File: config.mk
export PLATFORM = sky130hd
export DESIGN_NAME = olt_front
export DESIGN_NICKNAME = d
export VERILOG_FILES = /design/src/sv/olt_pkg.sv /design/src/sv/olt_front.sv
export SDC_FILE = /design/constraint.sdc
export NUM_CORES = 1
export LEC_CHECK = 0
export ABC_AREA = 1
export BUFFER_PORTS_ARGS = -buffer_cell sky130_fd_sc_hd__buf_2
export CAP_MARGIN = 20
export CORE_AREA = 2 2 161 242
export DETAILED_ROUTE_END_ITERATION = 16
export DIE_AREA = 0 0 163 244
export PLACE_DENSITY = 0.66
export REMOVE_ABC_BUFFERS = 1
export SLEW_MARGIN = 15
export SYNTH_ARGS = -nofsm -noshare
export SYNTH_HDL_FRONTEND = slang
export SYNTH_SLANG_ARGS = --single-unit
File: constraint.sdc
create_clock -name clk -period 9.75 [get_ports clk]
set_clock_uncertainty 0.05 [all_clocks]
set_input_delay 0 -clock clk [delete_from_list [all_inputs] [get_ports clk]]
set_output_delay 0 -clock clk [all_outputs]
set_load 0.02 [all_outputs]
File: src/sv/olt_pkg.sv
// ----------------------------------------------------------------------------
// olt_pkg
// Shared types and constants for the order lifecycle table.
// ----------------------------------------------------------------------------
package olt_pkg;

	localparam int MAX_ORDERS = 4096;
	localparam int SEEN_DEPTH = 256;

	localparam int ADDR_W  = $clog2(MAX_ORDERS);
	localparam int NEXT_W  = ADDR_W + 1;
	localparam int SEEN_AW = $clog2(SEEN_DEPTH);
	localparam int SEEN_CW = SEEN_AW + 1;

	localparam logic [2:0] OP_SUBMIT  = 3'd0;
	localparam logic [2:0] OP_ACCEPT  = 3'd1;
	localparam logic [2:0] OP_REJECT  = 3'd2;
	localparam logic [2:0] OP_CANCEL  = 3'd3;
	localparam logic [2:0] OP_REPLACE = 3'd4;
	localparam logic [2:0] OP_FILL    = 3'd5;
	localparam logic [2:0] OP_QUERY   = 3'd6;

	localparam logic [2:0] ST_NONE   = 3'd0;
	localparam logic [2:0] ST_ACC    = 3'd1;
	localparam logic [2:0] ST_REJ    = 3'd2;
	localparam logic [2:0] ST_PART   = 3'd3;
	localparam logic [2:0] ST_FILLED = 3'd4;
	localparam logic [2:0] ST_CANC   = 3'd5;

	typedef struct packed {
		logic needs_tag;
		logic fill_neg;
	} cls_t;

	typedef struct packed {
		logic [2:0]  op;
		logic [11:0] target_id;
		logic [15:0] symbol;
		logic        side;
		logic [1:0]  order_kind;
		logic [31:0] price;
		logic [30:0] quantity;
		logic        risk_accepted;
		logic [63:0] exec_tag;
		logic [30:0] fill_mag;
		cls_t        cls;
	} item_t;

	typedef struct packed {
		logic [2:0]  status;
		logic [15:0] symbol;
		logic        side;
		logic [1:0]  kind;
		logic [31:0] price;
		logic [30:0] quantity;
		logic [30:0] filled;
	} entry_t;

	localparam int ENTRY_W = $bits(entry_t);

endpackage

File: src/sv/olt_front.sv
// ----------------------------------------------------------------------------
// olt_front
// Input side: accept beats, classify them and hold them in a two-entry queue.
// ----------------------------------------------------------------------------
module olt_front (
	input  logic          clk,
	input  logic          arst_n,
	input  logic          in_valid,
	output logic          in_ready,
	input  olt_pkg::item_t in_item,
	input  logic          exec_id_valid,
	input  logic          fill_sign,
	output logic          head_valid,
	output olt_pkg::item_t head,
	input  logic          pop
);

	olt_pkg::item_t ent_q [2];
	logic           wp_q;
	logic           rp_q;
	logic [1:0]     cnt_q;
	olt_pkg::item_t cls_item;
	logic           push;

	always_comb begin
		cls_item = in_item;
		cls_item.cls.needs_tag = (in_item.op == olt_pkg::OP_FILL) && exec_id_valid;
		cls_item.cls.fill_neg  = fill_sign;
	end

	assign in_ready   = (cnt_q != 2'd2);
	assign push       = in_valid && in_ready;
	assign head_valid = (cnt_q != 2'd0);
	assign head       = ent_q[rp_q];

	always_ff @(posedge clk) begin
		if (push) begin
			ent_q[wp_q] <= cls_item;
		end
	end

	always_ff @(posedge clk or negedge arst_n) begin
		if (!arst_n) begin
			wp_q  <= 1'b0;
			rp_q  <= 1'b0;
			cnt_q <= 2'd0;
		end else begin
			if (push) begin
				wp_q <= ~wp_q;
			end
			if (pop) begin
				rp_q <= ~rp_q;
			end
			cnt_q <= cnt_q + {1'b0, push} - {1'b0, pop};
		end
	end

endmodule

# After elaboration in Yosys (flattened, before gate mapping)
# Memory sizes are Yosys's and may differ from the RTL's.
# Index checks and enable logic that the tools add are counted.
totals:
  inputBits: 201
  mem_bits_ro: 0
  latchBits: 0
  ff_bits: 4
  mem_count: 1
  ram_bits: 390
  wordCells: 15
op_classes:
  div_mod_pow: 0
  mux: 2
  magnitude_cmp: 0
  n_bitwise: 2
  n_reduce_logical: 3
  eq_ne: 2
  n_addsub: 2
  shifts: 0
  multipliers: 0
memory_table:
  columns: ["name", "words", "width", "read_ports", "rd_ports_with_merged_regs", "write_ports", "line", "source"]
  rows:
  - ["ent_q", 2, 195, 1, 0, 1, "olt_front.sv:18", "olt_pkg::item_t ent_q [2];"]
ops:
  columns: ["op", "n"]
  rows:
  - ["$eq 3x3->1 const B", 1]
  - ["$add 2x1->2", 1]
  - ["$logic_and 1x1->1", 2]
  - ["$mux 1", 2]
  - ["$ne 2x2->1 const B", 1]
  - ["$not 1->1", 2]
  - ["$reduce_bool 2->1", 1]
  - ["$sub 2x1->2", 1]

# Logic depth before layout (Yosys ltp)
logic_depth:
  word_depth: 4
  depth_mapped: 12
  ltp_nobuf: 12

# Worst setup path after synthesis
# No wires, ideal clock.
synth_timing:
  path_type: "flip-flop to flip-flop"
  start: "register cnt_q[1]"
  end: "memory ent_q[1][0] (netlist bit), enable pin"
  synth_period_minus_slack_ps: 9673
  t_required_ps: 8945
  setup_time_ps: 755
  arrival_time_ps: 8867
  path_slack_ps: 77
  n_path_buf: 0
  stages_incl_launch_ff: 4
  cell_sequence: "dfrtp_1 -> nand2_1 -> nand2_1 -> nor2_1"
synth_between:
  elab_chain_len: 4
synth_lines:
  columns: ["element", "line", "source"]
  rows:
  - ["from (decl)", "olt_front.sv:21", "logic [1:0] cnt_q;"]
  - ["from (signal assigned)", "olt_front.sv:54", "cnt_q <= cnt_q + {1'b0, push} - {1'b0, pop};"]
  - ["$ne 2x2->1", "olt_front.sv:31", "assign in_ready = (cnt_q != 2'd2);"]
  - ["via in_ready", "olt_front.sv:9", "output logic in_ready,"]
  - ["$logic_and 1x1->1", "olt_front.sv:32", "assign push = in_valid && in_ready;"]
  - ["$mux 1", "olt_front.sv:37", "if (push) begin"]
  - ["$mux 1 (implied by the code)", "olt_front.sv:38", "ent_q[wp_q] <= cls_item;"]
  - ["to (decl)", "olt_front.sv:18", null]
# The timed path passes the listed nets, and every way through them passes these cells.

==> metrics.md <==
| Metric | Value |
|---|---|
| Synth area leaders | edfxtp_1 (79%), mux2_4 (14%), mux2_2 (4.2%) |
| Skew-Pair Late Insertion Delay | 0.52 ns |
| Rows | just under 90 |
| Gate count of the mapped netlist | about 640 |
| Initial core utilization | 0.396 |
| Worst EP arrival | ~3.8 ns |
| CP Class | reg -> out |
| Worst flop-to-flop path endpoint | ent_q[1][86]$_DFFE_PP_ |
| Yosys cell types | 15 |
| Seq/Total Area, Yosys | 0.794 |
| CP Launch Type | flop |
| Mux contribution to synthesized area | 0.183 |
| Area leader, netlist | edfxtp_1 |
| CTS clk-pin slew, worst paths | roughly 0.060 ns |
| Final net count | between 1,000 and 1,500 |
| Final WS setup | between 5 and 6 ns |
| Routed wire length | 32.4 mm |
| Post-route ant nets | 0 |
| Critical path endpoint | head[189] |
| Pwr dens | slightly below 300 nW/µm² |
| Detailed placement HPWL | about 21 mm |
| Reg2reg start | cnt_q[1]$_DFF_PN0_ |
| Critical Path Sink Type | output port |
| Remaining global-route overflow | 0 |
| Vias/cell | between 4 and 5 |
| Relative slew margins | 0.276 |
| RePlAce Congestion | ~0.78 |
| First-pass GRT wire length | roughly 48 mm |
| Final Hold Viols | 0 |
| Synth Area in Compound Gates | 0.000337 |
| DR pass1 iterations | 4 |
| Post-Syn Area | between 10,000 and 15,000 µm² |
| DIE WIDTH | between 150 and 200 µm |
| P&R area growth vs syn | 38.4% |
| Max-slew violation count | 0 |
| Core area | ~38,000 µm² |
| Post-Synth Simple-Gate Area | 0.00488 |
| Dpl ws | 6.41 ns |
| Vert. Die Dim | ~240 µm |
| Setup TNS | 0 ns |
| Util after Layout | 0.548 |
| PortBufs | between 300 and 400 |
| Wire per inst | 18.2 µm |
| Post-Synth XOR/XNOR Area | 0.000589 |
| CTS Sinks | between 300 and 400 |
| Initial antenna violation count | 6 |
| Pin count of the biggest net entering global routing | 79 |
| Share of cells above drive strength 1 | 0.510 |
| Synth Area in Adders | 0.000842 |
| CTS buffer count | 38 |
| Tightest Pin Transition | 1.09 ns |
| Top cell type's share of synthesized area | 0.788 |
| CTS root buf | clkbuf_16 |
| Largest family of logic cells by synthesized area | multiplexers |
| Total Power | ~6.0 mW |
| Max VDD drop | approximately 0.00023 V |
| Post-CTS resize count | 0 |
| Final setup fails | 0 |
| Residual DRC count | 0 |
| Crit path time final | 3.85 ns |
| Avg Inst Size Synth | between 20 and 25 µm² |
| CTS tree | yes |
| R2R setup slack | around 6.6 ns |
| Crit path launch | rp_q$_DFFE_PN0P_ |
| Async set-reset flop share out of synthesis | 0.0102 |
| Routed via count | between 8,000 and 9,000 |
| Gr usage total | 0.159 |
| Initial detailed-routing violation count | around 410 |
| Commonest register cell after synthesis | edfxtp_1 |
| RSZ-0062 raised after global routing | no |
| Die ar. | around 40,000 µm² |
| #FFs+latches synth | between 300 and 400 |
| Hold WS | between 0.1 and 0.15 ns |
| Fmax | ~0.26 GHz |
| EDFF count, synth | just under 400 |
| Leakage | between 8 and 9 nW |
| CP max FO | 58 |
| YS warnings | 0 |
| Post-synth top cells | edfxtp_1 (390), mux2_4 (140), mux2_2 (55) |
| Final cycle utilization of the critical path | 0.395 |
| Vias in the first global route | ~9,000 |
| Status | complete, no violations |
| IO Count | about 400 |
| Max_cap viols | 0 |
| Cell with the most instances after synthesis | edfxtp_1 |
| Worst path required time | 9.70 ns |
| Worst R2R Path Depth | 5 |
| CTS HTree Levels | 2 |
| Hold/Removal Path Class | in -> reg |
| Max Root-Sink Buffers | 3 |
## sequential cells by signal, summed over array words and instances, names as in the netlist
register	flops
cnt_q	2
ent_q	390
rp_q	1
wp_q	1
## critical path, cell delays in order (launching register included)
cell,delay [ns]
dfrtp_4,0.97
buf_4,0.88
buf_4,0.72
mux2_2,0.42
buf_2,0.16
## worst min-delay path by stage
stage                            from                     end  slack [ns]  cells after the start
after floorplan                arst_n      cnt_q[0]$_DFF_PN0_       -0.35                      0
after global placement         arst_n        wp_q$_DFFE_PN0P_       -0.24                      1
after detailed placement       arst_n        wp_q$_DFFE_PN0P_       -0.24                      1
after CTS                 in_item[72]  ent_q[1][72]$_DFFE_PP_        0.11                      2
after global routing      in_item[24]  ent_q[1][24]$_DFFE_PP_        0.13                      2
final                     in_item[48]  ent_q[0][48]$_DFFE_PP_        0.15                      2
## cells in the final DEF, fill, tap and decap left out, types with 4 or more instances in the layout
cell / Yosys / routed
bufinv_16: 0 / 4
buf_4: 0 / 9
nand2_1: 11 / 11
dlygate4sd3_1: 0 / 199
clkbuf_1: 0 / 10
mux2_2: 55 / 55
mux2_4: 140 / 140
clkinv_1: 0 / 5
clkbuf_16: 0 / 41
inv_1: 5 / 5
edfxtp_1: 390 / 390
clkinv_2: 0 / 4
buf_2: 5 / 395
## stage by stage
step,cell area [µm²],instances
4_1_cts,20600,1774
5_1_grt,20600,1776
3_5_place_dp,17300,1507
3_3_place_gp,17300,1507
2_1_floorplan,14700,614
6_report,20600,1776
## logic make-up (layout without fill, tap and decap cells)
family | count (synthesis) | in the layout
mux | 195 | 195
flops | 394 | 394
other cells | 0 | 2
simple gates | 17 | 17
xor+xnor | 1 | 1
fa+ha+maj | 1 | 1
compound gates | 1 | 1
buf+inv | 27 | 676
## power breakdown
part	switching, mW	internal (mW)
combinational	1.20	0.897
clock	0.593	0.874
sequential	0.134	2.31
total	1.92	4.09
## area by class of cell
type / count / area [µm²]
tap: 489 / 612
antenna: 2 / 5.00
sequential: 394 / 11800
inverter: 5 / 18.8
fill: 2902 / 17000
clock inverter: 17 / 190
multi-input combinational: 215 / 2840
clock buffer: 51 / 1060
timing repair buffer: 603 / 4040
## per-layer routing
layer / wire length (µm) / track usage / up-vias
met5: 48 / 0 / -
li1: - / - / 3763
met3: 1860 / 0.0395 / 87
met2: 17800 / 0.298 / 279
met1: 11200 / 0.159 / 4003
met4: 1520 / 0.0804 / 8
## timing repair
action                                 4_1_cts  5_1_grt
endpoints found under the hold margin      398        0
hold buffers                               199        0
setup buffers                                0        0
(Power assumes the default switching activity.)
